`src/rtl/dptr_pkg.sv`:
```
// ----------------------------------------------------------------------------
// dptr_pkg
// Types and constants of the Doppler pitch tracker.
// ----------------------------------------------------------------------------
package dptr_pkg;

    // one tick request
    typedef struct packed {
        logic [31:0]        tick_length;
        logic signed [31:0] source_x;
        logic signed [31:0] source_y;
        logic signed [31:0] source_z;
        logic signed [31:0] listener_x;
        logic signed [31:0] listener_y;
        logic signed [31:0] listener_z;
        logic signed [31:0] listener_vel_x;
        logic signed [31:0] listener_vel_y;
        logic signed [31:0] listener_vel_z;
        logic               listener_valid;
        logic               source_playing;
    } in_item_t;

    // one result
    typedef struct packed {
        logic [19:0] pitch_multiplier;
        logic        tracking_active;
    } out_item_t;

    // configuration registers
    typedef struct packed {
        logic        positional_enable;
        logic [23:0] doppler_factor;
        logic [31:0] speed_of_sound;
        logic [15:0] velocity_smoothing;
    } cfg_t;

    // register indexes
    localparam logic [1:0] CFG_POSITIONAL = 2'd0;
    localparam logic [1:0] CFG_FACTOR     = 2'd1;
    localparam logic [1:0] CFG_SOUND      = 2'd2;
    localparam logic [1:0] CFG_SMOOTHING  = 2'd3;

    // request classes decided by the front end
    localparam logic [1:0] KIND_HOLD  = 2'd0;
    localparam logic [1:0] KIND_RESET = 2'd1;
    localparam logic [1:0] KIND_TRACK = 2'd2;

    typedef struct packed {
        logic [1:0] kind;
        in_item_t   item;
    } entry_t;

    // divider interface
    localparam int DIV_W = 80;
    localparam int DVS_W = 60;

    typedef struct packed {
        logic             start;
        logic [6:0]       iters;
        logic [DIV_W-1:0] dividend;
        logic [DVS_W-1:0] divisor;
    } div_req_t;

    typedef struct packed {
        logic             done;
        logic [DIV_W-1:0] quotient;
    } div_rsp_t;

    // fixed-point constants
    localparam logic [19:0] UNITY_Q16  = 20'd65536;
    localparam logic [16:0] SMOOTH_MAX = 17'd65470;
    localparam logic signed [67:0] FLOOR_Q32 = 68'sd42949673;
    localparam logic [DIV_W-1:0] MULT_MIN = 80'd8192;
    localparam logic [DIV_W-1:0] MULT_MAX = 80'd524288;

endpackage

```
`src/rtl/dptr_fifo.sv`:
```
// ----------------------------------------------------------------------------
// dptr_fifo
// Small request queue between the front end and the back end.
// ----------------------------------------------------------------------------
module dptr_fifo #(
    parameter int DEPTH = 2
) (
    input  logic              clk,
    input  logic              rst_n,
    input  logic              push_valid,
    output logic              push_ready,
    input  dptr_pkg::entry_t  push_data,
    output logic              pop_valid,
    input  logic              pop_ready,
    output dptr_pkg::entry_t  pop_data
);
    import dptr_pkg::*;

    localparam int PW = (DEPTH > 1) ? $clog2(DEPTH) : 1;
    localparam int CW = $clog2(DEPTH + 1);

    entry_t         mem_reg [DEPTH];
    logic [PW-1:0]  wr_ptr_reg;
    logic [PW-1:0]  rd_ptr_reg;
    logic [CW-1:0]  count_reg;
    logic           do_push;
    logic           do_pop;

    assign push_ready = (count_reg != CW'(DEPTH));
    assign pop_valid  = (count_reg != '0);
    assign pop_data   = mem_reg[rd_ptr_reg];
    assign do_push    = push_valid && push_ready;
    assign do_pop     = pop_valid && pop_ready;

    // storage
    always_ff @(posedge clk)
    begin
        if (do_push)
        begin
            mem_reg[wr_ptr_reg] <= push_data;
        end
    end

    // pointers and fill count
    always_ff @(posedge clk or negedge rst_n)
    begin
        if (!rst_n)
        begin
            wr_ptr_reg <= '0;
            rd_ptr_reg <= '0;
            count_reg  <= '0;
        end
        else
        begin
            if (do_push)
            begin
                wr_ptr_reg <= (wr_ptr_reg == PW'(DEPTH - 1)) ? '0 : wr_ptr_reg + 1'b1;
            end
            if (do_pop)
            begin
                rd_ptr_reg <= (rd_ptr_reg == PW'(DEPTH - 1)) ? '0 : rd_ptr_reg + 1'b1;
            end
            if (do_push && !do_pop)
            begin
                count_reg <= count_reg + 1'b1;
            end
            else if (do_pop && !do_push)
            begin
                count_reg <= count_reg - 1'b1;
            end
        end
    end

endmodule

```
`config.mk`:
```
export PLATFORM = sky130hd
export DESIGN_NAME = dptr_fifo
export DESIGN_NICKNAME = d
export VERILOG_FILES = /design/src/rtl/dptr_pkg.sv /design/src/rtl/dptr_fifo.sv
export SDC_FILE = /design/constraint.sdc
export NUM_CORES = 1
export LEC_CHECK = 0
export ABC_CLOCK_PERIOD_IN_PS = 36500
export BUFFER_PORTS_ARGS = -buffer_cell sky130_fd_sc_hd__buf_2
export CAP_MARGIN = 10
export CORE_AREA = 2 2 254 256
export DETAILED_ROUTE_END_ITERATION = 16
export DIE_AREA = 0 0 256 258
export PLACE_DENSITY = 0.7
export RECOVER_POWER = 100
export SLEW_MARGIN = 20
export SYNTH_ARGS = -nofsm -noshare
export SYNTH_HDL_FRONTEND = slang
export SYNTH_SLANG_ARGS = --single-unit
```
`constraint.sdc`:
```
create_clock -name clk -period 36.5 [get_ports clk]
set_input_delay 7.3 -clock clk [delete_from_list [all_inputs] [get_ports clk]]
set_output_delay 7.3 -clock clk [all_outputs]
set_load 0.05 [all_outputs]
```
[Yosys cells after proc, flatten, opt, wreduce, memory -nomap -nowiden]
Memories as Yosys holds them, arrays and structs flattened.
Index checks and enable logic that the tools add are counted.
Cells by class
  add/subtract/negate cells: 4
  multipliers: 0
  divide/modulo/power cells: 0
  $lt $le $gt $ge: 0
  equal/unequal tests: 1
  shift-type cells: 0
  mux-type cells: 6
  bitwise logic cells: 0
  reduce and logical (&&, ||, !) cells: 8
Operator list (count)
  logical AND 1 bit: 4
  2-to-1 mux 1 bit: 4
  2-to-1 mux 2 bit: 2
  nonzero test 2 bit: 2
  adder 1 bit, second input constant: 2
  adder 2 x 1 -> 2 bit, second input constant: 1
  zero test 1 bit: 2
  inequality test 2 bit, second input constant: 1
  subtractor 2 x 1 -> 2 bit, second input constant: 1
Storage, ports and cells
  register bits after elaboration: 4
  bits in latches: 0
  RAM bits: 648
  bits in read-only memories: 0
  bits of input ports: 328
  output and inout port bits: 326
  logic and storage cells: 23
  memories kept: 1
Memory list
  mem_reg: depth 2, width 324, rd ports 1, clocked after Yosys merged registers in 0, wr ports 1, line dptr_fifo.sv:22  | entry_t mem_reg [DEPTH];

[Logic depth before layout (Yosys ltp)]
  depth in word-level cells: 6
  mapped depth: 7
  mapped depth without buffers: 7

[Worst setup path after synthesis]
No wires, ideal clock.
  kind: input port to flip-flop
  from: input port push_valid
  to: memory mem_reg[0][0] (netlist name), enable pin
  setup time: 1.018 ns
  data arrival time: 20.825 ns
  data required time: 35.482 ns
  slack: 14.657 ns
  stages: 2
  path buffers: 0
  path through: nand2_1 nor2_1
On the way
  word-level cells in the longest chain between the ends: 3
Ends and longest elaborated chain
  from (decl): line dptr_fifo.sv:10  | input logic push_valid,
  logical AND 1 bit: line dptr_fifo.sv:32  | assign do_push = push_valid && push_ready;
  2-to-1 mux 1 bit: line dptr_fifo.sv:38  | if (do_push)
  2-to-1 mux 1 bit (not written as such): line dptr_fifo.sv:40  | mem_reg[wr_ptr_reg] <= push_data;
  to (decl): line dptr_fifo.sv:22
Every way passes these cells.

==> summary.txt <==
PLACEMENT
-----------------------------------------------------------------------------------------
Instance area at placement                                                      27800 µm²
Detailed placer's ending HPWL                                                    36900 µm
Setup Slack @ Placement                                                          25.77 ns
Quantity of I/O buffers inserted on ports                                             653
Global placement routability congestion                                             0.878

FINISH
-----------------------------------------------------------------------------------------
Share of final-layout standard cells stronger than drive strength 1                 33.4%
Fill count                                                                           5648
Synth-to-layout area growth                                                         24.2%
Nets                                                                                 2054
Max FFs per register                                                                  648
Final design instance area without fill                                         29500 µm²

TIMING
-----------------------------------------------------------------------------------------
Relative slew margins                                                               -508%
Min cycle time layout                                                            17.07 ns
Final setup fails                                                                       0
Setup TNS                                                                            0 ns
Slew @ Worst Pin                                                                  9.12 ns
Post-route fraction of the period consumed by the critical path                     46.8%
Achievable clock frequency                                                       58.6 MHz
Number of pins with negative max-slew slack in the final report                      1000
Final count of hold timing violations                                                   0
Post-route setup slack                                                           19.43 ns
Unrepaired setup endpoints after global routing                                     false
Post-route clock skew                                                           0.0204 ns

SETUP PATH
-----------------------------------------------------------------------------------------
Kind of start point of the critical path                                         register
Crit. End Element                                                             output port
Largest driver fanout on the critical path                                             62
Data arrival time of the critical path                                            9.77 ns
Launching point of the worst reg2reg path                                    count_reg[0]
Length in cells of the worst reg-to-reg path                                            4
Critical path class                                                          register to output port
Launch point of the worst path                                                 rd_ptr_reg
WP data required                                                                 29.20 ns

ROUTING
-----------------------------------------------------------------------------------------
Number of violations reported at the end of detailed-routing iteration 0              784
Antenna-violating nets left                                                             0
WL final                                                                         53400 µm
DR vias                                                                             12261
DRC viols                                                                               0
Number of detailed-route iterations in the first pass                                   5
Wirelength per Cell                                                               20.2 µm
Vias per std cell                                                                    4.64

GLOBAL ROUTING
-----------------------------------------------------------------------------------------
GR Util All Layers                                                                  15.6%
Wire length of the first global-routing pass                                     78500 µm
GRT overflow                                                                            0
Number of antenna violations at the first check in global routing                      14
Vias in the first global route                                                      13042
Largest net degree at the start of global routing                                     161

POWER
-----------------------------------------------------------------------------------------
Pleak                                                                             9.88 nW
Cell area power density                                                        101 nW/µm²
Worst supply voltage drop on vdd                                                0.0582 mV

DIE
-----------------------------------------------------------------------------------------
Number of top-level pins                                                              654
Number of cell rows                                                                    93
Width of the chip                                                                  256 µm
Starting density of the core                                                        37.3%
Area of the placeable core                                                      63600 µm²
Total Die Area                                                                  66000 µm²
Die Y-Extent                                                                       258 µm

YOSYS
-----------------------------------------------------------------------------------------
Number of different library cells in the post-synthesis netlist                        16
Largest cells by area after synthesis                                        sky130_fd_sc_hd__edfxtp_1 (82%), sky130_fd_sc_hd__mux2_2 (14%), sky130_fd_sc_hd__buf_6 (1.4%), sky130_fd_sc_hd__mux2_4 (1.3%), sky130_fd_sc_hd__dfrtp_1 (0.42%)
Cell with the most instances after synthesis                                 sky130_fd_sc_hd__edfxtp_1
Proportion of register bits with asynchronous set or reset after synthesis         0.613%
Register bit count reported by yosys                                                  652
Post-synthesis sequential area ratio                                                82.4%
Number of flops mapped to enable cells by yosys                                       648
Cell count after synthesis                                                           1026
Leading area contributor after synthesis                                     sky130_fd_sc_hd__edfxtp_1
Fraction of synthesized cell area taken by the top area cell type                   82.0%
Synth Area per Inst                                                              23.1 µm²
Area of the mapped netlist                                                      23700 µm²
Most frequent cells after synthesis                                          sky130_fd_sc_hd__edfxtp_1 (648), sky130_fd_sc_hd__mux2_2 (303), sky130_fd_sc_hd__buf_6 (29), sky130_fd_sc_hd__mux2_4 (20), sky130_fd_sc_hd__buf_2 (7)
Synth Warn #                                                                            0
Flip-flop cell with the highest count after synthesis                        sky130_fd_sc_hd__edfxtp_1
Number of nets in the synthesized netlist                                            1355

CTS
-----------------------------------------------------------------------------------------
CTS tree                                                                              yes
Latest clock arrival within the worst-skew pair                                   0.61 ns
Maximum clock insertion buffer count                                                    3
Post-cts sizing count                                                                   0
CTS clock-pin slew for the worst setup and hold paths                             0.06 ns
Post-CTS Hold Buffers                                                                   0
Num CTS Buffers                                                                        68
Count of clock tree sinks                                                             652
Number of buffers inserted by post-CTS setup repair                                     0
Count of H-tree levels built during CTS                                                 3
Root Buffer Master                                                           sky130_fd_sc_hd__clkbuf_16

WORST HOLD PATH
-----------------------------------------------------------------------------------------
Hold depth                                                                              1
Type of the most critical hold path                                          register to register
Hold path start                                                              count_reg[1]

JOB
-----------------------------------------------------------------------------------------
Max cap viols                                                                          15

STATUS
-----------------------------------------------------------------------------------------
Violated checks                                                              max-capacitance violations, max-slew violations
Status                                                                       finished, violations left

[routing by layer]
layer | wire (µm) | global-route usage [%]
met5 | 55 | 0
met4 | 1480 | 6.04
met1 | 20000 | 18.1
met3 | 3910 | 4.81
met2 | 27900 | 27.2
[where the power goes]
part	switching (mW)	internal (mW)
clock network	0.287	0.420
logic	0.887	0.269
registers	0.0453	1.06
total	1.22	1.75
[layout make-up]
type | instances | area, µm² | share of cell area, %
flip-flops and latches | 652 | 19600 | 66.3
multi-input cells | 337 | 3740 | 12.7
repair buffers | 665 | 2760 | 9.35
clock buffers | 79 | 1740 | 5.91
well taps | 855 | 1070 | 3.63
clock inverters | 42 | 588 | 1.99
diodes | 10 | 25.0 | 0.0849
inverters | 1 | 3.75 | 0.0127
[per-stage QoR]
stage                     total power [mW]  utilization [%]  hold WS, ns  std cells
after floorplan                       2.11                -        0.456       1026
after global placement                2.27             43.7        0.476       2509
after detailed placement              2.29             43.7        0.482       2509
after CTS                             3.00             47.4        0.498       2630
after global routing                  3.08             46.3        0.535       2639
final                                 2.97             46.3        0.494       2641
[placed cells by master (no fill, tap or decap), types with 10 or more instances in the layout]
master | synthesis | final
sky130_fd_sc_hd__edfxtp_1 | 648 | 648
sky130_fd_sc_hd__clkbuf_1 | 0 | 468
sky130_fd_sc_hd__mux2_2 | 303 | 285
sky130_fd_sc_hd__buf_2 | 7 | 208
sky130_fd_sc_hd__clkbuf_16 | 0 | 68
sky130_fd_sc_hd__mux2_1 | 1 | 38
sky130_fd_sc_hd__clkinv_1 | 0 | 12
sky130_fd_sc_hd__diode_2 | 0 | 10
sky130_fd_sc_hd__bufinv_16 | 0 | 10
sky130_fd_sc_hd__clkinv_2 | 0 | 10
[cell families (layout without fill, tap and decap cells)]
| logic type | count (synthesis) | count (layout) | share of synthesized area [%] |
|---|---|---|---|
| flops | 652 | 652 | 82.4 |
| mux | 324 | 324 | 15.7 |
| buf+inv | 37 | 787 | 1.54 |
| simple gates | 7 | 7 | 0.142 |
| xor+xnor | 5 | 5 | 0.185 |
| fa+ha+maj | 1 | 1 | 0.0527 |
| other cells | 0 | 10 | 0 |
[critical path: stages, from the launching register on]
cell                       delay [ns]
sky130_fd_sc_hd__dfrtp_1         1.76
sky130_fd_sc_hd__clkbuf_1        1.25
sky130_fd_sc_hd__clkbuf_1        2.24
sky130_fd_sc_hd__clkbuf_1        2.70
sky130_fd_sc_hd__mux2_2          0.55
sky130_fd_sc_hd__clkbuf_1        0.53
[path summary, 6_finish.rpt]
kind	to	slack [ns]
max	pop_data[208]	19.43
min	count_reg[1]	0.49
max reg2reg	mem_reg[1][55]	27.07
min reg2reg	count_reg[1]	0.49
max in group asynchronous	count_reg[0]	29.76
min in group asynchronous	wr_ptr_reg	6.54
(Power assumes the default switching activity.)
