<file path="src/rtl/dptr_pkg.sv">
// ----------------------------------------------------------------------------
// dptr_pkg
// Types and constants of the Doppler pitch tracker.
// ----------------------------------------------------------------------------
package dptr_pkg;

    // one tick request
    typedef struct packed {
        logic [31:0]        tick_length;
        logic signed [31:0] source_x;
        logic signed [31:0] source_y;
        logic signed [31:0] source_z;
        logic signed [31:0] listener_x;
        logic signed [31:0] listener_y;
        logic signed [31:0] listener_z;
        logic signed [31:0] listener_vel_x;
        logic signed [31:0] listener_vel_y;
        logic signed [31:0] listener_vel_z;
        logic               listener_valid;
        logic               source_playing;
    } in_item_t;

    // one result
    typedef struct packed {
        logic [19:0] pitch_multiplier;
        logic        tracking_active;
    } out_item_t;

    // configuration registers
    typedef struct packed {
        logic        positional_enable;
        logic [23:0] doppler_factor;
        logic [31:0] speed_of_sound;
        logic [15:0] velocity_smoothing;
    } cfg_t;

    // register indexes
    localparam logic [1:0] CFG_POSITIONAL = 2'd0;
    localparam logic [1:0] CFG_FACTOR     = 2'd1;
    localparam logic [1:0] CFG_SOUND      = 2'd2;
    localparam logic [1:0] CFG_SMOOTHING  = 2'd3;

    // request classes decided by the front end
    localparam logic [1:0] KIND_HOLD  = 2'd0;
    localparam logic [1:0] KIND_RESET = 2'd1;
    localparam logic [1:0] KIND_TRACK = 2'd2;

    typedef struct packed {
        logic [1:0] kind;
        in_item_t   item;
    } entry_t;

    // divider interface
    localparam int DIV_W = 80;
    localparam int DVS_W = 60;

    typedef struct packed {
        logic             start;
        logic [6:0]       iters;
        logic [DIV_W-1:0] dividend;
        logic [DVS_W-1:0] divisor;
    } div_req_t;

    typedef struct packed {
        logic             done;
        logic [DIV_W-1:0] quotient;
    } div_rsp_t;

    // fixed-point constants
    localparam logic [19:0] UNITY_Q16  = 20'd65536;
    localparam logic [16:0] SMOOTH_MAX = 17'd65470;
    localparam logic signed [67:0] FLOOR_Q32 = 68'sd42949673;
    localparam logic [DIV_W-1:0] MULT_MIN = 80'd8192;
    localparam logic [DIV_W-1:0] MULT_MAX = 80'd524288;

endpackage

</file>
<file path="src/rtl/dptr_front.sv">
// ----------------------------------------------------------------------------
// dptr_front
// Configuration registers and classification of incoming tick requests.
// ----------------------------------------------------------------------------
module dptr_front (
    input  logic               clk,
    input  logic               rst_n,
    input  logic               cfg_valid,
    output logic               cfg_ready,
    input  logic [1:0]         cfg_index,
    input  logic [31:0]        cfg_data,
    input  logic               in_valid,
    output logic               in_ready,
    input  dptr_pkg::in_item_t in_data,
    output dptr_pkg::cfg_t     cfg,
    output logic               push_valid,
    input  logic               push_ready,
    output dptr_pkg::entry_t   push_data
);
    import dptr_pkg::*;

    cfg_t cfg_reg;
    logic idle_tick;

    assign cfg_ready = 1'b1;
    assign cfg       = cfg_reg;

    // register writes
    always_ff @(posedge clk or negedge rst_n)
    begin
        if (!rst_n)
        begin
            cfg_reg.positional_enable  <= 1'b1;
            cfg_reg.doppler_factor     <= 24'd65536;
            cfg_reg.speed_of_sound     <= 32'd22478848;
            cfg_reg.velocity_smoothing <= 16'd0;
        end
        else if (cfg_valid)
        begin
            case (cfg_index)
                CFG_POSITIONAL: cfg_reg.positional_enable  <= cfg_data[0];
                CFG_FACTOR:     cfg_reg.doppler_factor     <= cfg_data[23:0];
                CFG_SOUND:      cfg_reg.speed_of_sound     <= cfg_data;
                CFG_SMOOTHING:  cfg_reg.velocity_smoothing <= cfg_data[15:0];
                default:        cfg_reg <= cfg_reg;
            endcase
        end
    end

    // classify: frozen, reset-to-unity, or tracked
    assign idle_tick = !in_data.listener_valid || !in_data.source_playing ||
                       (in_data.tick_length == '0) || (cfg_reg.doppler_factor == '0) ||
                       (cfg_reg.speed_of_sound == '0);

    always_comb
    begin
        push_data.item = in_data;
        if (!cfg_reg.positional_enable)
        begin
            push_data.kind = KIND_HOLD;
        end
        else if (idle_tick)
        begin
            push_data.kind = KIND_RESET;
        end
        else
        begin
            push_data.kind = KIND_TRACK;
        end
    end

    assign push_valid = in_valid;
    assign in_ready   = push_ready;

endmodule

</file>
<file path="config.mk">
export PLATFORM = sky130hd
export DESIGN_NAME = dptr_front
export DESIGN_NICKNAME = d
export VERILOG_FILES = /design/src/rtl/dptr_pkg.sv /design/src/rtl/dptr_front.sv
export SDC_FILE = /design/constraint.sdc
export NUM_CORES = 1
export LEC_CHECK = 0
export ABC_CLOCK_PERIOD_IN_PS = 1500
export BUFFER_PORTS_ARGS = -buffer_cell sky130_fd_sc_hd__buf_4
export CORE_AREA = 2 2 297 299
export DETAILED_ROUTE_END_ITERATION = 12
export DIE_AREA = 0 0 299 301
export GPL_TIMING_DRIVEN = 0
export PLACE_DENSITY = 0.32
export SETUP_SLACK_MARGIN = 0.2
export SLEW_MARGIN = 20
export SYNTH_ARGS = -nofsm -noshare
export SYNTH_HDL_FRONTEND = slang
export SYNTH_SLANG_ARGS = --single-unit
</file>
<file path="constraint.sdc">
create_clock -name clk -period 1.5 [get_ports clk]
set_clock_uncertainty 0.1 [all_clocks]
set_input_delay 0.075 -clock clk [delete_from_list [all_inputs] [get_ports clk]]
set_output_delay 0.075 -clock clk [all_outputs]
set_load 0.01 [all_outputs]
</file>
**Word-level counts from Yosys, hierarchy flattened**

Index checks and enable logic that the tools add are counted.

- Bits in registers: 73
- Latch bits: 0
- Bits in writable memories: 0
- Bits in read-only memories: 0
- Bits of input ports: 361
- Output and inout bits: 400
- Logic and storage cells: 23
- Memories kept: 0

- $add $sub $neg: 0
- Multiply operators: 0
- Div/mod/pow operators: 0
- Magnitude comparators: 0
- Equal/unequal tests: 3
- Shifts and indexed selects: 0
- Muxes and demuxes: 2
- Bitwise logic cells: 0
- Reduce and logical (&&, ||, !) cells: 14

Operators by type and width:

| operator | number |
|---|---|
| $logic_not A32 Y1 | 2 |
| $logic_not A24 Y1 | 1 |
| $reduce_and A2 Y1 | 4 |
| $eq A2 B2 Y1 const B | 2 |
| $logic_or A1 B1 Y1 | 4 |
| $mux W2 | 2 |
| $eq A2 B1 Y1 const B | 1 |
| $logic_not A1 Y1 | 2 |
| $logic_not A2 Y1 | 1 |

**Longest topological paths before layout**

Gate-level depths: netlist (run 1).

- Depth after elaboration: 7
- Depth in mapped cells: 4
- Depth with buffers taken out: 4

**Least setup slack after synthesis (run 1)**

Ideal clock, no wire load.

- Kind: reg2out
- Start point: register cfg_reg (netlist bit cfg[41])
- End point: output push_data[322] (netlist bit)
- Arrival time: 1.178 ns
- Data required time: 1.325 ns
- Path slack: 0.147 ns
- Cell stages (with the launch flop): 5
- Buffers on the path: 0
- Cells stage by stage: dfrtp_1 > nor4_1 > nand4_1 > o211ai_1 > o21a_1

RTL lines:

| element | line | text |
|---|---|---|
| from (decl) | dptr_front.sv:22 | `cfg_t cfg_reg;` |
| from (signal assigned) | dptr_front.sv:45 | `default: cfg_reg <= cfg_reg;` |
| to (decl) | dptr_front.sv:18 | `output dptr_pkg::entry_t push_data` |

==> impl_metrics.toml, run 1 <==
[status]
status = "finished, violations left"
violations = "setup timing"

[route]
drc = 0
dr.pass1.iters = 4
drt.antenna.violating_nets = 0
routedWlPerCell_um = 25.0
viasPerCell = 2.60
initialDrtViolationCount = 296
totalWireLength_um = 55100
via_count = 5707

[placed_design]
post_dp_cell_area_um2 = 10400
dp_cells = 2140
post-dp-hpwl_um = 51100
io_buffer_count = 469
place_congestion = 0.896

[timing]
setup_viol_count_final = 2
slew_headroom_pct = 50.2
finalWorstSetupSlack_ns = -0.745
slew_viol_final = 0
worstMarginPinSlew_ns = 0.747
hold_ws_ns = 0.144
timing.final.crit_share_pct = 150
hold_viol_final = 0
layout_min_cycle_time_ns = 2.25
fmax_mhz = 445
rsz0062_at_grt = "yes"

[floorplanning]
ios = 761
core_um2 = 86500
chipWidth_um = 299
rows = 108
start_util_pct = 6.25
dieArea_um2 = 90000
die_h_um = 301

[yosys]
synth_area_um2 = 5410
mappedNetlistNets = 877
ys_seq_area_share_pct = 34.0
ys_ff_latch = 73
syn_inst = 516
synth_cell_types = 20
synth.avg_cell_area_um2 = 10.5
yosys_warnings = 0

[global_routing]
antenna_found_initial = 50
grt_util_all_layers_pct = 11.5
grt_pass1_vias = 5918
grt_max_degree = 74
grt_pass1_wl_um = 65600
grt.overflow.total = 0

[min_path]
whs_endpoint = "cfg[16]$_DFFE_PN0P_"
whs_path_depth = 3
hold_path.class = "primary input to register"
hold_start = "cfg_index[1]"

[setup_path]
rr_startpoint = "cfg[17]$_DFFE_PN0P_"
path_max_fanout = 3
cp.required_ns = 1.32
critPathKind = "register to primary output"
rrSetupSlack_ns = 0.48
cp_cell_sequence = "nor4_4, nand4_1, o211ai_1, o21a_1, buf_6"
start_kind = "register"
cpLargestDelayFamily = "simple AND/OR/NAND/NOR gates"
cpMaxStageDelayCell = "nor4_4"
end_kind = "primary output"
cp.arrival_ns = 2.07
worstReg2RegEnd = "cfg[17]$_DFFE_PN0P_"
critPathMaxStageDelay_ns = 0.47
path_buf_inv = 1
reg2reg_depth = 2

[final_layout]
final_common_cell = "buf_4"
layout.cells.non_filler = 2199
final_cell_mix = "795 x buf_4, 72 x mux2_2, 65 x dfrtp_1, 36 x dlygate4sd3_1, 17 x nor4_1"
drive_above_1_share_pct = 87.2
stdcell_area_um2 = 11100
largest_register_ffs = 73
fin_nets = 1395
area_growth_pct = 106

[cts]
cts_htree_levels = 3
cts.reportedPaths.clkPinSlew_ns = 0.06
cts-buffers-inserted = 9
cts_buffer_depth = 2
clkSinkCount = 73
clk_latency_ns = 0.36
cts_tree = "built"
cts_root_buffer = "clkbuf_16"

[job]
max-cap-violations = 0

[pwr]
p_leak_nw = 5.38
ir_drop_uv = 815
pwr_density_cell_nw_per_um2 = 780
## worst register-to-register path: stages (launching register included)
cell and delay (ns):
dfrtp_1 0.40, buf_4 0.15, mux2_2 0.26
## metal layers
metal | up-vias | track usage [%] | part of all wire, %
met1 | 2706 | 12.2 | 36
met5 | - | 0 | 0.54
li1 | 2412 | - | -
met4 | 54 | 4.10 | 3.2
met3 | 79 | 9.31 | 18
met2 | 456 | 17.0 | 43
## power by group
| part | internal, W | switching, W | total, W |
|---|---|---|---|
| Clock | 0.00135 | 0.000970 | 0.00232 |
| Combinational | 0.00205 | 0.00155 | 0.00360 |
| Sequential | 0.00238 | 0.000372 | 0.00275 |
| Total | 0.00578 | 0.00289 | 0.00867 |
## worst max path at each step
stage                         from        endpoint  slack, ns  cells past startpoint
2_1_floorplan  cfg[41]$_DFFE_PN0P_  push_data[322]       0.16                      4
3_3_place_gp   cfg[16]$_DFFE_PN0P_  push_data[323]      -1.28                      5
3_5_place_dp   cfg[16]$_DFFE_PN0P_  push_data[323]      -0.79                      5
4_1_cts        cfg[17]$_DFFE_PN0P_  push_data[323]      -0.93                      5
5_1_grt        cfg[18]$_DFFE_PN0P_  push_data[323]      -0.92                      5
6_report       cfg[18]$_DFFE_PN0P_  push_data[322]      -0.75                      5
## stage by stage
| stage | setup WS [ns] | power (W) | TNS (ns) | util (%) |
|---|---|---|---|---|
| after global placement | -1.28 | 0.00635 | -2.55 | 12.0 |
| final | -0.745 | 0.00867 | -1.48 | 12.9 |
| after global routing | -0.923 | 0.00912 | -1.84 | 12.8 |
| after CTS | -0.932 | 0.00887 | -1.85 | 12.8 |
| after floorplan | 0.164 | 0.00413 | 0 | - |
| after detailed placement | -0.785 | 0.00634 | -1.56 | 12.0 |
## synthesized netlist by cell type
cell | count | area (µm²)
nand2_1 | 2 | 7.51
dfrtp_1 | 65 | 1630
nor3b_1 | 1 | 7.51
nand4_1 | 5 | 31.3
o21a_1 | 1 | 7.51
nor3_1 | 1 | 5.00
o22ai_1 | 1 | 6.26
nand3_2 | 1 | 10.0
clkbuf_8 | 2 | 27.5
conb_1 | 1 | 3.75
mux2_2 | 72 | 811
dfstp_2 | 8 | 210
nor4_1 | 22 | 138
nand3b_2 | 2 | 22.5
buf_4 | 326 | 2450
buf_2 | 1 | 5.00
o21ai_0 | 1 | 5.00
inv_1 | 1 | 3.75
o211ai_1 | 1 | 7.51
buf_6 | 2 | 22.5
## final cells by class
class,instances,area (µm²)
Clock buffer,10,239
Inverter,1,3.75
Clock inverter,6,73.8
Tap cell,1155,1450
Sequential cell,73,1840
Antenna cell,5,12.5
Fill cell,9944,75400
Multi-Input combinational cell,111,1100
Timing Repair Buffer,507,3900
Buffer,331,2500
## kinds of logic (layout without fill, tap and decap cells)
logic type / count (synthesis) / after routing / share of synthesized area (%)
compound gates: 4 / 4 / 0.486
other cells: 1 / 6 / 0.0694
flops: 73 / 73 / 34.0
buf+inv: 332 / 855 / 46.4
mux: 72 / 72 / 15.0
simple gates: 34 / 34 / 4.10
## timing repair
action / CTS / global route
endpoints found under the setup margin: 2 / 2
hold buffers: 36 / 0
hold endpoints to repair: 138 / 0
resized for setup: 5 / 1
buffers inserted: 1 / 1
pin swaps: 3 / 3
Note: power is estimated with default switching activity, not from simulation.
==> inputs of run 2 (changes only) <==
- CELL_PAD_IN_SITES_DETAIL_PLACEMENT: not set -> 1
- CELL_PAD_IN_SITES_GLOBAL_PLACEMENT: not set -> 2
- CORE_AREA: 2 2 297 299 -> 2 2 292 294
- DIE_AREA: 0 0 299 301 -> 0 0 294 296
- PLACE_DENSITY: 0.32 -> 0.5
==> run 2 against run 1 <==
The run still ends with setup timing left. Worst hold slack got worse by 0.10 ns. Routed wire length fell by 45%. Clock power fell by 3%. Power fell by 2.1%. Maximum frequency barely moved. Non-clock buffer count did not move. Combinational power fell by 4%. Global-route usage fell by 5.4 points. Critical path depth did not move. Highest routed layer is now met4. Sequential power barely moved. Core utilization rose by 0.30 points. Critical endpoint unchanged. Clock-buffer cell count rose by 2.
==> impl_metrics.toml, run 2 (synthesized netlist as in run 1, its figures left out) <==
[floorplanning]
rows = 107
ios = 761
chipWidth_um = 294
die_h_um = 296
dieArea_um2 = 87000
start_util_pct = 6.42
core_um2 = 84200

[global_routing]
grt.overflow.total = 0
grt_use_met1_pct = 6.40
antenna_found_initial = 2
use_met3_pct = 3.16
grt_max_degree = 74
grt_pass1_wl_um = 37800
grt_util_all_layers_pct = 6.12
grt_pass1_vias = 5473
grt_use_met2_pct = 10.7
gr-max-usage-layer = "met2"

[setup_path]
end_kind = "primary output"
path_max_fanout = 2
cp.arrival_ns = 2.07
critPathKind = "register to primary output"
cp.required_ns = 1.32
start_kind = "register"

[cts]
clkSinkCount = 73
cts.reportedPaths.clkPinSlew_ns = 0.06
clk_latency_ns = 0.35
cts_root_buffer = "clkbuf_16"
cts_htree_levels = 3
cts-buffers-inserted = 9
cts_buffer_depth = 2
cts_tree = "built"

[pwr]
p_clk_share_pct = 26.7
power_w = 0.00849
p_int_w = 0.00577
p_switching_w = 0.00272
pwr_density_cell_nw_per_um2 = 766
seqPwrFrac_pct = 32.6
ir_drop_uv = 503
p_leak_nw = 5.38
combPwrFrac_pct = 40.7
p_sw_share_pct = 32.1

[timing]
slew_viol_final = 0
setup_viol_count_final = 2
finalWorstSetupSlack_ns = -0.746
rsz0062_at_grt = "yes"
worstMarginPinSlew_ns = 0.744
fmax_mhz = 445
timing.final.crit_share_pct = 150
hold_viol_final = 0
slew_headroom_pct = 50.4
layout_min_cycle_time_ns = 2.25
hold_ws_ns = 0.0439

[route]
via_count = 5279
dr.pass1.iters = 4
drt.antenna.violating_nets = 0
routedWlPerCell_um = 14.1
drc = 0
viasPerCell = 2.48
totalWireLength_um = 30100
initialDrtViolationCount = 79

[min_path]
hold_path.class = "primary input to register"

[final_layout]
fin_util_pct = 13.2
final_cell_mix = "796 x buf_4, 72 x mux2_2, 63 x dfrtp_1, 35 x dlygate4sd3_1, 14 x nor4_1"
fin_nets = 1395
final_common_cell = "buf_4"
area_growth_pct = 105
drive_above_1_share_pct = 87.7
largest_register_ffs = 73

[status]
status = "finished, violations left"
violations = "setup timing"

[placed_design]
io_buffer_count = 469
place_congestion = 0.713
post-dp-hpwl_um = 26300

[job]
max-cap-violations = 0
[run 2: final timing paths]
check	cells after the start	startpoint	to	slack, ns
setup / recovery	5	cfg[61]$_DFFE_PN0P_	push_data[322]	-0.75
hold / removal	4	cfg_valid	cfg[72]$_DFFE_PN1P_	0.04
setup reg to reg	2	cfg[61]$_DFFE_PN0P_	cfg[61]$_DFFE_PN0P_	0.48
hold reg to reg	1	cfg[10]$_DFFE_PN0P_	cfg[10]$_DFFE_PN0P_	0.41
max in group asynchronous	2	rst_n	cfg[29]$_DFFE_PN0P_	0.52
min in group asynchronous	2	rst_n	cfg[50]$_DFFE_PN0P_	0.25
[run 2: through the flow]
stage	instance area [µm²]	std cells	setup TNS (ns)	setup WS [ns]
3_5_place_dp	10300	2075	-2.56	-0.931
5_1_grt	11100	2130	-1.80	-0.911
3_3_place_gp	10300	2075	-2.50	-0.948
6_report	11100	2131	-1.43	-0.746
2_1_floorplan	5410	516	0	0.164
4_1_cts	11000	2128	-1.66	-0.845
[run 2: final cells by class]
cell class                      instances  area, µm²
Antenna cell                            2       5.00
Buffer                                331       2500
Clock buffer                           12        246
Clock inverter                          4       45.0
Fill cell                           10000      73100
Inverter                                1       3.75
Multi-Input combinational cell        111       1170
Sequential cell                        73       1840
Tap cell                             1090       1360
Timing Repair Buffer                  507       3900
[run 2: what timing repair did]
| item | CTS | global route |
|---|---|---|
| setup buffers | 3 | 0 |
| resized for setup | 15 | 3 |
| endpoints found under the hold margin | 138 | 65 |
| pin swaps | 6 | 2 |
| endpoints found under the setup margin | 2 | 5 |
| cloned | 0 | 0 |
| hold buffers | 34 | 1 |
[run 2: power by group through the flow]
stage	registers, W	clock network (W)	logic [W]
floorplan	0.00282	0	0.00131
global placement	0.00272	0	0.00341
detailed placement	0.00274	0	0.00341
CTS	0.00278	0.00237	0.00354
global route	0.00284	0.00245	0.00373
finish	0.00277	0.00226	0.00346
[run 2: metal layers]
layer | up-vias | share of wire, % | wire length, µm
li1 | 2406 | - | -
met1 | 2488 | 35 | 10600
met2 | 365 | 50 | 15200
met3 | 20 | 13 | 3780
met4 | 0 | 1.9 | 563
met5 | - | 0 | 0
[run 2: worst max-delay path, stage by stage, from the launching register on]
cell and delay (ns):
dfrtp_1 0.41, nor4_4 0.39, nand4_1 0.31, o22ai_2 0.32, o21a_1 0.17, buf_4 0.11
