===== config.mk =====
export PLATFORM = sky130hd
export DESIGN_NAME = dptr_div
export DESIGN_NICKNAME = d
export VERILOG_FILES = /design/src/rtl/dptr_pkg.sv /design/src/rtl/dptr_div.sv
export SDC_FILE = /design/constraint.sdc
export NUM_CORES = 1
export LEC_CHECK = 0
export ABC_AREA = 1
export CAP_MARGIN = 20
export CORE_MARGIN = 2
export CORE_UTILIZATION = 31
export DETAILED_ROUTE_END_ITERATION = 8
export DONT_BUFFER_PORTS = 1
export PLACE_DENSITY = 0.51
export SYNTH_ARGS = -nofsm -noshare
export SYNTH_HDL_FRONTEND = slang
export SYNTH_SLANG_ARGS = --single-unit

===== constraint.sdc =====
create_clock -name clk -period 10.99 [get_ports clk]
set_clock_uncertainty 0.1 [all_clocks]
set_input_delay 2.198 -clock clk [delete_from_list [all_inputs] [get_ports clk]]
set_output_delay 2.198 -clock clk [all_outputs]
set_load 0.01 [all_outputs]

===== src/rtl/dptr_pkg.sv =====
// ----------------------------------------------------------------------------
// dptr_pkg
// Types and constants of the Doppler pitch tracker.
// ----------------------------------------------------------------------------
package dptr_pkg;

    // one tick request
    typedef struct packed {
        logic [31:0]        tick_length;
        logic signed [31:0] source_x;
        logic signed [31:0] source_y;
        logic signed [31:0] source_z;
        logic signed [31:0] listener_x;
        logic signed [31:0] listener_y;
        logic signed [31:0] listener_z;
        logic signed [31:0] listener_vel_x;
        logic signed [31:0] listener_vel_y;
        logic signed [31:0] listener_vel_z;
        logic               listener_valid;
        logic               source_playing;
    } in_item_t;

    // one result
    typedef struct packed {
        logic [19:0] pitch_multiplier;
        logic        tracking_active;
    } out_item_t;

    // configuration registers
    typedef struct packed {
        logic        positional_enable;
        logic [23:0] doppler_factor;
        logic [31:0] speed_of_sound;
        logic [15:0] velocity_smoothing;
    } cfg_t;

    // register indexes
    localparam logic [1:0] CFG_POSITIONAL = 2'd0;
    localparam logic [1:0] CFG_FACTOR     = 2'd1;
    localparam logic [1:0] CFG_SOUND      = 2'd2;
    localparam logic [1:0] CFG_SMOOTHING  = 2'd3;

    // request classes decided by the front end
    localparam logic [1:0] KIND_HOLD  = 2'd0;
    localparam logic [1:0] KIND_RESET = 2'd1;
    localparam logic [1:0] KIND_TRACK = 2'd2;

    typedef struct packed {
        logic [1:0] kind;
        in_item_t   item;
    } entry_t;

    // divider interface
    localparam int DIV_W = 80;
    localparam int DVS_W = 60;

    typedef struct packed {
        logic             start;
        logic [6:0]       iters;
        logic [DIV_W-1:0] dividend;
        logic [DVS_W-1:0] divisor;
    } div_req_t;

    typedef struct packed {
        logic             done;
        logic [DIV_W-1:0] quotient;
    } div_rsp_t;

    // fixed-point constants
    localparam logic [19:0] UNITY_Q16  = 20'd65536;
    localparam logic [16:0] SMOOTH_MAX = 17'd65470;
    localparam logic signed [67:0] FLOOR_Q32 = 68'sd42949673;
    localparam logic [DIV_W-1:0] MULT_MIN = 80'd8192;
    localparam logic [DIV_W-1:0] MULT_MAX = 80'd524288;

endpackage


===== src/rtl/dptr_div.sv =====
// ----------------------------------------------------------------------------
// dptr_div
// Shared restoring divider, one quotient bit per cycle.
// ----------------------------------------------------------------------------
module dptr_div (
    input  logic                clk,
    input  logic                rst_n,
    input  dptr_pkg::div_req_t  req,
    output dptr_pkg::div_rsp_t  rsp
);
    import dptr_pkg::*;

    logic [DIV_W-1:0] dvd_reg;
    logic [DIV_W-1:0] quo_reg;
    logic [DVS_W:0]   rem_reg;
    logic [DVS_W-1:0] dvs_reg;
    logic [6:0]       cnt_reg;
    logic             busy_reg;
    logic             done_reg;
    logic [DVS_W+1:0] rem_sh;
    logic             fits;

    // one restoring step; dividend is left aligned
    always_comb
    begin
        rem_sh = {rem_reg, dvd_reg[DIV_W-1]};
        fits   = (rem_sh >= {2'b00, dvs_reg});
    end

    always_ff @(posedge clk)
    begin
        if (req.start)
        begin
            dvd_reg <= req.dividend;
            dvs_reg <= req.divisor;
            rem_reg <= '0;
            quo_reg <= '0;
        end
        else if (busy_reg)
        begin
            dvd_reg <= {dvd_reg[DIV_W-2:0], 1'b0};
            quo_reg <= {quo_reg[DIV_W-2:0], fits};
            rem_reg <= fits ? (DVS_W+1)'(rem_sh - {2'b00, dvs_reg}) : rem_sh[DVS_W:0];
        end
    end

    always_ff @(posedge clk or negedge rst_n)
    begin
        if (!rst_n)
        begin
            busy_reg <= 1'b0;
            done_reg <= 1'b0;
            cnt_reg  <= '0;
        end
        else
        begin
            done_reg <= 1'b0;
            if (req.start)
            begin
                busy_reg <= 1'b1;
                cnt_reg  <= req.iters;
            end
            else if (busy_reg)
            begin
                cnt_reg <= cnt_reg - 1'b1;
                if (cnt_reg == 7'd1)
                begin
                    busy_reg <= 1'b0;
                    done_reg <= 1'b1;
                end
            end
        end
    end

    assign rsp.done     = done_reg;
    assign rsp.quotient = quo_reg;

endmodule


; ---- Word level (Yosys, flattened, before mapping)
; Index checks and enable logic that the tools add are counted.
[totals]
reg_bits = 290
in_bits = 150
word_cells = 23
out_inout_bits = 81
[classes]
order_cmp = 1
mux = 11
n_eq_ne = 1
add_sub_neg = 2
n_reduce_logical = 1
[op_table]
columns = cell, count
row1 = $mux W80, 2
row2 = $ge A62 B60 Y1, 1
row3 = $mux W61, 1
row4 = $sub A61 B60 Y61, 1
row5 = $mux W7, 2
row6 = $eq A7 B1 Y1 const B, 1
row7 = $sub A7 B1 Y7 const B, 1
row8 = $mux W1, 6
row9 = $reduce_bool A2 Y1, 1

; ---- Longest topological paths before layout
; Gate-level depths: netlist of the first run.
[logic_depth]
word_depth = 4
depth_mapped = 20
depth_no_buf = 18

; ---- Worst setup path after synthesis of the first run
; No wires, ideal clock.
[synth_path]
kind = input -> register
startpoint = in req[147] (netlist bit)
endpoint = reg dvd_reg[0], enable pin
t_required_ns = 10.414
cell_stages = 4
path_buffers = 2
path_slack_ns = 5.395
t_arrival_ns = 5.019
path_cell_list = clkbuf_1 -> nor2_1 -> inv_1 -> clkbuf_1
[synth_between]
elab_chain_cells = 1
[synth_lines]
columns = item, line
row1 = from (decl), dptr_div.sv:8  ; input dptr_pkg::div_req_t req,
row2 = $reduce_bool A2 Y1 (no source line), n/a
row3 = to (signal assigned), dptr_div.sv:34  ; dvd_reg <= req.dividend;
row4 = to (signal assigned), dptr_div.sv:41  ; dvd_reg <= {dvd_reg[DIV_W-2:0], 1'b0};
row5 = to (decl), dptr_div.sv:13  ; logic [DIV_W-1:0] dvd_reg;
; No other way between the ends.
; A chain may end at the register's enable or synchronous reset.

; ---- Worst setup path after layout of the first run
[layout_path]
startpoint = reg dvs_reg[37]
endpoint = reg rem_reg[50]
[layout_between]
elab_chain_cells = 2
word_cells_on_any_way = 3
classes_between = 1 x add/sub / 1 x order compare / 1 x mux
[layout_lines]
columns = item, line
row1 = from (decl), dptr_div.sv:16  ; logic [DVS_W-1:0] dvs_reg;
row2 = from (signal assigned), dptr_div.sv:35  ; dvs_reg <= req.divisor;
row3 = $sub A61 B60 Y61 / $ge A62 B60 Y1 (equally long branches), "dptr_div.sv:43, dptr_div.sv:27"
row4 = $mux W61 *, dptr_div.sv:43  ; rem_reg <= fits ? (DVS_W+1)'(rem_sh - {2'b00, dvs_reg}) : rem_sh[DVS_W:0];
row5 = to (signal assigned), dptr_div.sv:43
row6 = to (decl), dptr_div.sv:15  ; logic [DVS_W:0] rem_reg;
; Every way passes the cells marked *; elsewhere a longest branch is shown, timed or not.

==> metrics, run 1 <==
reg2reg start=dvs_reg[37]; I/O pin total=231; final WL=approximately 50,000 um; Synth Area in XOR/XNOR=0.0150; final setup vio count=0; CP Max Fanout=56; Synth cell types=41; CP required=between 10,000 and 15,000 ps; register area share after synthesis=0.427; Max VDD drop=between 100 and 150 uV; First-pass DRT Iterations=5; critical path type=flip-flop to flip-flop; mux cell area share after synthesis=0; die area=approximately 57,000 um2; reg2reg path depth=16; Initial Util=0.314; DR vias=14,400; layout cells sized above 1=0.0437; Final period util=0.361; Sum Neg Setup Slack=0 ps; design area=18,800 um2; Post-CTS Setup Inserts=0; Sink Count=just under 300; pwr/cell area=between 100 and 150 nW/um2; initial DRC count=approximately 950; Placed Area=around 18,000 um2; # fillers=5,872; gr ovfl total=0; R2R setup slack=between 7000 and 8000 ps; max-slew violations=0; first-pass GRT wire length=roughly 79,000 um; Tmin final=just under 4000 ps; FF+latch count, synth=just under 300; Die Wd=roughly 240 um; worst hold stages=2; RSZ-0062 raised after global routing=no; Reg clk slew, reported paths=60 ps; GP Congestion=roughly 0.93; DRT antenna net count=0; fmax=252 MHz; asr flop ratio synth=0.0310; Max-Cap Viols=0; port bufs=0; RR Endpoint=rem_reg[50]; Hold Buf Count CTS=0; Ys Warns=0; leakage power=a little under 10 nW; area grow syn2layout=10.4%; largest net degree at the start of global routing=approximately 150; H-tree Lvls=2; Core Box Area=about 54,000 um2; most frequent cells in the layout=nand2_1 (1,075), inv_1 (472), nand3_1 (150), dfxtp_1 (141), edfxtp_1 (140); ys flop type=dfxtp_1; adder-cell share of the synthesized area=0.0469; cell count after synthesis=between 2,000 and 2,500; commonest non-fill, non-tap cell in the layout=nand2_1; CTS Root Cell=clkbuf_16; run status=finished, final reports clean; Worst setup SP type=flip-flop; syn avg cell area=roughly 6.9 um2; Die Span Y=between 200 and 250 um; Critical Path AT=4300 ps; latest clock arrival within the worst-skew pair=550 ps; Mapped Area=~17,000 um2; vias per cell=between 4 and 5; compound-cell area share of the yosys netlist=0.0498; total power draw=roughly 0.0026 W; CTS resizes=0; main combinational cell family by area after synthesis=simple AND/OR/NAND/NOR gates; Post-synth EDFFs=140; final hold vios=0; gr usage total=0.177; CTS max path bufs=3; worst setup path startpoint=dvs_reg[37]; Detail Placement HPWL=between 30,000 and 40,000 um; Slew headroom=0.318; wire per inst=15.8 um; simple-gate share of the synthesized area=0.333; TritonCTS clock tree=done; vias in the first global route=between 10,000 and 15,000; Hold WC Path Type=flip-flop to flip-flop; Rows=85; number of buffers created by CTS=35; CP endpoint=rem_reg[50]; Post-layout nets=2,662; Worst Tran Pin Value=just over 1000 ps; drc violations=0; initial antenna violation count=9; post-synth net total=about 2,700; crit path capture type=flip-flop
[power breakdown]
part	internal, W	leakage, nW	total [W]	switching, W
registers	0.00120	2.71	0.00121	0.0000180
clock network	0.000709	0.583	0.00118	0.000470
logic	0.0000587	6.42	0.000183	0.000124
[synthesized netlist by cell type (11+ instances only)]
master,number,area share
nor2_1,89,0.020
nand4_1,15,0.0055
dfxtp_1,141,0.17
xor2_1,26,0.013
o22ai_1,78,0.029
o21ai_0,11,0.0032
nand3_1,150,0.044
nand2_1,1075,0.24
ha_1,62,0.046
clkbuf_1,39,0.0086
inv_1,474,0.10
nand3b_1,16,0.0071
inv_2,12,0.0027
edfxtp_1,140,0.25
a21oi_1,42,0.012
[critical path: stages, from the launching register on]
cell      delay [ps]
edfxtp_1         370
inv_1             70
ha_1             270
nand2_1          140
inv_1             60
a21oi_1          220
nand2_1          160
nand2_1           90
a21oi_1           90
nor2_4           100
buf_4            560
nand2_2          580
buf_4            440
nand2_1          360
nand2_1           90
nand2_1           80
nand2_1           40
[layout make-up]
type	count	area, um2	share of cell area
Multi-Input combinational cell	1628	7570	0.404
Sequential cell	290	7250	0.387
Inverter	486	1830	0.0975
Clock buffer	42	942	0.0502
Tap cell	696	871	0.0464
Clock inverter	20	226	0.0121
Timing Repair Buffer	8	60.1	0.00320
Antenna cell	2	5.00	0.000267
[per-stage QoR]
stage	util	instances	worst slack (ps)	hold WS, ps
6_report	0.347	3172	7030	356
3_5_place_dp	0.325	3108	6770	345
3_3_place_gp	0.325	3108	6790	337
5_1_grt	0.347	3170	6530	379
4_1_cts	0.347	3170	6840	355
2_1_floorplan	-	2473	5400	327
[metal layers]
layer / routed length (um) / track usage
met2: 22300 / 0.285
met5: 94 / 0
met3: 3990 / 0.0582
met1: 22600 / 0.225
met4: 1250 / 0.0500
[worst min path at each step]
stage	startpoint	endpoint	slack, ps
finish	rem_reg[60]	rem_reg[60]	360
global route	rem_reg[60]	rem_reg[60]	380
CTS	rem_reg[60]	rem_reg[60]	360
floorplan	rem_reg[60]	rem_reg[60]	330
global placement	rem_reg[60]	rem_reg[60]	340
detailed placement	rem_reg[60]	rem_reg[60]	350
[logic make-up after synthesis]
kind of cell             after synthesis
AND/OR/NAND/NOR                     1393
buffers and inverters                555
flip-flops                           290
AO/OA/AOI/OAI                        143
adder cells (fa/ha/maj)               63
XOR/XNOR                              29
No activity file was read; power rests on OpenSTA's default activity.
==> run 2, diff against run 1 <==
- clock period: 10.99 -> 3.8 ns (I/O delays scaled with it)
==> run 2 against run 1 <==
Combinational power increased to 3.0 times the previous value. Sequential cell count unchanged. Wire length increased by 2.1%. Via count increased by 0.71%. Die area unchanged. Final area about the same. Register-to-register slack got worse by 6400 ps. Final cell count increased by 0.19%. Setup slack got worse by 6400 ps. Sequential power increased to 2.9 times the previous value. Count of clock-buffer cells in the layout increased by 9. Sequential share of layout area about the same. Largest power group unchanged.
==> metrics, run 2 (same netlist as run 1, synthesis figures left out) <==
die area=approximately 57,000 um2; Reg clk slew, reported paths=60 ps; Rows=85; I/O pin total=231; P_int=0.00548 W; CTS max path bufs=3; vias in the first global route=roughly 14,000; GRT busiest layer=met2; worst hold start=req[5]; Die Span Y=between 200 and 250 um; Critical Path AT=about 3500 ps; total power draw=between 0.007 and 0.008 W; number of buffers created by CTS=35; Hold WC Path Type=input pin to flip-flop; latest clock arrival within the worst-skew pair=~560 ps; met2 usage=0.290; hold endpoint=dvs_reg[5]; Worst setup SP type=flip-flop; Post-CTS Setup Inserts=0; final hold vios=0; final WL=51,300 um; area grow syn2layout=10.3%; Worst Hold Margin=a little under 200 ps; CP required=about 4100 ps; gr ovfl total=0; GP Congestion=0.934; Sum Neg Setup Slack=0 ps; initial DRC count=about 900; drc violations=0; port bufs=0; CTS resizes=0; Worst Tran Pin Value=just under 800 ps; Detail Placement HPWL=39,000 um; fmax=around 310 MHz; critical path type=flip-flop to flip-flop; CTS Root Cell=clkbuf_16; GRT met1 Usage=0.231; crit path capture type=flip-flop; Sink Count=between 200 and 300; Die Wd=238 um; clock share of power=0.442; Post-layout nets=roughly 2,700; initial antenna violation count=9; vias per cell=4.57; Reg power frac=0.484; reg2reg start=dvd_reg[79]; Tmin final=3200 ps; leakage power=a little under 10 nW; run status=finished, final reports clean; worst hold stages=0; max-slew violations=0; Finished Layout Cells=3,178; Logic pwr share=0.074; global routing usage on met3=0.0619; gr usage total=0.181; Initial Util=0.314; Psw=about 0.0018 W; Core Box Area=between 50,000 and 60,000 um2; pwr/cell area=just under 400 nW/um2; first-pass GRT wire length=between 80,000 and 90,000 um; dpl cells=3,113; DR vias=about 15,000; TritonCTS clock tree=done; Hold Buf Count CTS=1; reg2reg path depth=18; final setup vio count=0; First-pass DRT Iterations=5; RSZ-0062 raised after global routing=no; Slew headroom=0.477; layout cells sized above 1=0.0419; DRT antenna net count=0; wire per inst=roughly 16 um; H-tree Lvls=2; R2R setup slack=roughly 600 ps; commonest non-fill, non-tap cell in the layout=nand2_1; RR Endpoint=rem_reg[37]; Sw Ratio=0.244; Final period util=0.842; CP Max Fanout=22; largest net degree at the start of global routing=about 150; Max-Cap Viols=0; most frequent cells in the layout=nand2_1 (1,075), inv_1 (472), nand3_1 (150), dfxtp_1 (141), edfxtp_1 (140); Max VDD drop=about 300 uV
-- run 2: worst max path at each step --
stage	start	endpoint	slack, ps	cells past startpoint
after floorplan	req[147]	dvd_reg[0]	940	4
after global placement	dvd_reg[79]	rem_reg[37]	650	18
after detailed placement	dvd_reg[79]	rem_reg[53]	620	19
after CTS	dvd_reg[79]	rem_reg[53]	590	19
after global routing	dvd_reg[79]	rem_reg[37]	320	18
final	dvd_reg[79]	rem_reg[37]	600	18
-- run 2: metrics by stage --
| step | setup slack, ps | cell area (um2) | util |
|---|---|---|---|
| floorplan | 942 | 17000 | - |
| global placement | 649 | 17600 | 0.326 |
| detailed placement | 623 | 17600 | 0.326 |
| CTS | 592 | 18700 | 0.347 |
| global route | 325 | 18700 | 0.347 |
| finish | 601 | 18700 | 0.347 |
-- run 2: worst max-delay path, cell delays in order, from the launching register on --
cell and delay (ps):
edfxtp_1 340, inv_1 50, ha_1 180, inv_1 130, fa_1 260, nand2_1 70, nand2_1 110, nand3_1 80
nand2_1 140, nand2_1 80, nand2_2 160, nand2_2 90, nand2_2 90, nand3_2 90, nand2_2 400, buf_4 310
nand3_1 220, nand2_1 120, nand2_1 50
-- run 2: routing by layer --
| metal | routed length [um] | vias to the layer above |
|---|---|---|
| met4 | 1320 | 16 |
| met5 | 107 | - |
| met3 | 4380 | 87 |
| li1 | - | 7564 |
| met2 | 22500 | 360 |
| met1 | 22900 | 6490 |
-- run 2: area by class of cell --
class / instances / area (um2)
antenna: 1 / 2.50
clock buffer: 51 / 966
clock inverter: 12 / 128
fill: 5974 / 35300
inverter: 486 / 1830
multi-input combinational: 1628 / 7570
sequential: 290 / 7250
tap: 696 / 871
timing repair buffer: 14 / 120
-- run 2: power groups by stage --
| stage | Clock (W) | Combinational (W) | Sequential, W |
|---|---|---|---|
| 2_1_floorplan | 0 | 0.000427 | 0.00356 |
| 3_3_place_gp | 0 | 0.000540 | 0.00357 |
| 3_5_place_dp | 0 | 0.000541 | 0.00357 |
| 4_1_cts | 0.00333 | 0.000547 | 0.00351 |
| 5_1_grt | 0.00344 | 0.000627 | 0.00353 |
| 6_report | 0.00320 | 0.000540 | 0.00351 |
==> run 3, diff against run 2 <==
- ABC_AREA: 1 -> 0
- PLACE_DENSITY: 0.51 -> 0.52
- clock period: 3.8 -> 2.75 ns (I/O delays scaled with it)
==> run 3 against run 2 <==
The run now ends with setup timing left. Worst hold slack lost 170 ps. Sequential cell count is the same. Final area grew 6.6%. Largest cell class unchanged. Largest power group is now combinational cells.
==> metrics, run 3 <==
R2R setup slack=-570 ps; largest net degree at the start of global routing=roughly 290; Synth cell types=73; worst hold start=req[143]; count leader, synth=nor2_1; Worst setup SP type=flip-flop; Reg clk slew, reported paths=approximately 60 ps; Tmin final=between 3000 and 4000 ps; RR Endpoint=rem_reg[47]; Synth top cells by count=nor2_1 (191), dfxtp_1 (141), edfxtp_1 (140); Finished Layout Cells=2,407; crit path capture type=flip-flop; mux cell area share after synthesis=0.127; Detail Placement HPWL=roughly 27,000 um; commonest non-fill, non-tap cell in the layout=buf_4; Rows=80; first-pass GRT wire length=just over 60,000 um; wl on met1=approximately 17,000 um; syn avg cell area=a little over 10 um2; gr usage total=0.153; most frequent cells in the layout=buf_4 (259), nor2_1 (178), dfxtp_1 (141), edfxtp_1 (140), mux2i_1 (99); Post-synth EDFFs=140; final hold vios=0; final setup vio count=62; leading area contributor after synthesis=edfxtp_1; worst hold stages=2; max-slew violations=0; layout cells sized above 1=0.279; Max VDD drop=532 uV; # fillers=around 4,600; post-synth net total=approximately 1,700; Setup WS post-layout=-571 ps; Util after Layout=0.419; latest clock arrival within the worst-skew pair=560 ps; H-tree Lvls=2; gr ovfl total=0; failing checks=setup timing; Max-Cap Viols=0; Sum Neg Setup Slack=-28,440 ps; pwr/cell area=896 nW/um2; port bufs=0; drc violations=0; CP Max Fanout=9; Sink Count=slightly below 300; GP Congestion=0.839; final WL=slightly below 40,000 um; area grow syn2layout=33.6%; initial DRC count=~540; die area=around 50,000 um2; ys flop type=dfxtp_1; FF+latch count, synth=290; wire per inst=16.2 um; Final period util=1.21; reg2reg path depth=16; asr flop ratio synth=0.0310; Worst Tran Pin Value=approximately 1500 ps; adder-cell share of the synthesized area=0.0532; hold endpoint=cnt_reg[3]; vias per cell=approximately 4.8; register area share after synthesis=0.485; met2 WL=between 15,000 and 20,000 um; top sig layer=met5; DRT antenna net count=0; leakage power=8.85 nW; Hold WC Path Type=input pin to flip-flop; TritonCTS clock tree=done; Synth top area share=0.281; Ys Warns=0; critical path type=flip-flop to flip-flop; fmax=between 300 and 400 MHz; vias in the first global route=between 10,000 and 15,000; Synth Area in XOR/XNOR=0.0357; total power draw=0.0179 W; RSZ-0062 raised after global routing=yes; Post-layout nets=between 1,500 and 2,000; FF+latch area=a little over 7000 um2; reg2reg start=dvd_reg[79]; Worst Hold Margin=29.3 ps; compound-cell area share of the yosys netlist=0.140; simple-gate share of the synthesized area=0.111; initial antenna violation count=13; CTS Root Cell=clkbuf_16; Initial Util=0.314; CP required=a little over 3000 ps; Critical Path AT=~3600 ps; I/O pin total=between 200 and 250; main combinational cell family by area after synthesis=compound AO/OA/AOI/OAI gates; met3 routed WL=between 2000 and 3000 um; Die Wd=between 200 and 250 um; CTS max path bufs=3; number of buffers created by CTS=37; First-pass DRT Iterations=5; ranking of synthesized cells by area=edfxtp_1 (28%), dfxtp_1 (19%), mux2i_1 (6.7%), mux2_2 (5.9%), ha_1 (5.2%); cell count after synthesis=1,459; Core Box Area=between 40,000 and 50,000 um2; Mapped Area=roughly 15,000 um2; footprint of the multi-input gates=approximately 7300 um2; Die Span Y=between 200 and 250 um; DR vias=between 10,000 and 15,000; dpl cells=around 2,200; run status=finished with violations; Slew headroom=0.0314
## run 3: changes by cell type after synthesis, moves of 79 or more
cell     delta
inv_1     -393
mux2_2     +79
mux2i_1   +100
nand2_1  -1008
nand3_1   -132
nor2_1    +102
## run 3: critical path: stages, from the launching register on
cell and delay, ps:
edfxtp_1 380, inv_1 80, ha_2 180, inv_2 40
fa_2 340, a21o_1 210, a221oi_4 270, o221a_4 240
o22ai_4 80, o21ai_2 180, o21ai_2 100, a41oi_4 230
buf_12 210, buf_6 120, buf_6 100, mux2i_1 190
a211oi_1 90
## run 3: how the worst max path moves through the flow
stage | from | depth (start not counted) | slack (ps) | endpoint
2_1_floorplan | dvd_reg[79] | 15 | -460 | rem_reg[2]
3_3_place_gp | dvd_reg[79] | 15 | -700 | rem_reg[2]
3_5_place_dp | dvd_reg[79] | 15 | -740 | rem_reg[2]
4_1_cts | dvd_reg[79] | 15 | -550 | rem_reg[60]
5_1_grt | dvd_reg[79] | 16 | -760 | rem_reg[44]
6_report | dvd_reg[79] | 16 | -570 | rem_reg[47]
## run 3: cell families after synthesis
logic type,count (synthesis)
mux,180
compound gates,319
buf+inv,174
xor+xnor,61
flops,290
simple gates,372
fa+ha+maj,63
## run 3: area by class of cell
type / instances / area share
diodes: 9 / 0.00113
clock buffers: 48 / 0.0531
clock inverters: 19 / 0.0105
inverters: 82 / 0.0156
multi-input cells: 995 / 0.367
flip-flops and latches: 290 / 0.363
well taps: 615 / 0.0385
repair buffers: 349 / 0.151
## run 3: metal layers
layer	track usage	vias to the layer above
met5	0	-
met4	0.0527	6
met3	0.0509	65
met2	0.251	246
met1	0.189	5493
li1	-	5816
## run 3: where the power goes
| group | internal, W | switching, W | leakage [nW] |
|---|---|---|---|
| combinational | 0.00406 | 0.00346 | 5.55 |
| clock | 0.00303 | 0.00199 | 0.613 |
| sequential | 0.00509 | 0.000280 | 2.69 |
## run 3: what timing repair did
item	4_1_cts	5_1_grt
setup buffers	5	8
endpoints found under the hold margin	75	0
hold buffers	65	0
setup endpoints to repair	62	62
pin swaps	9	40
gates resized for setup	22	71
gates cloned	3	1
## run 3: through the flow
| stage | setup WS [ps] | area (um2) |
|---|---|---|
| 5_1_grt | -759 | 20000 |
| 6_report | -571 | 20000 |
| 3_5_place_dp | -742 | 17400 |
| 2_1_floorplan | -463 | 15000 |
| 4_1_cts | -549 | 19600 |
| 3_3_place_gp | -700 | 17400 |
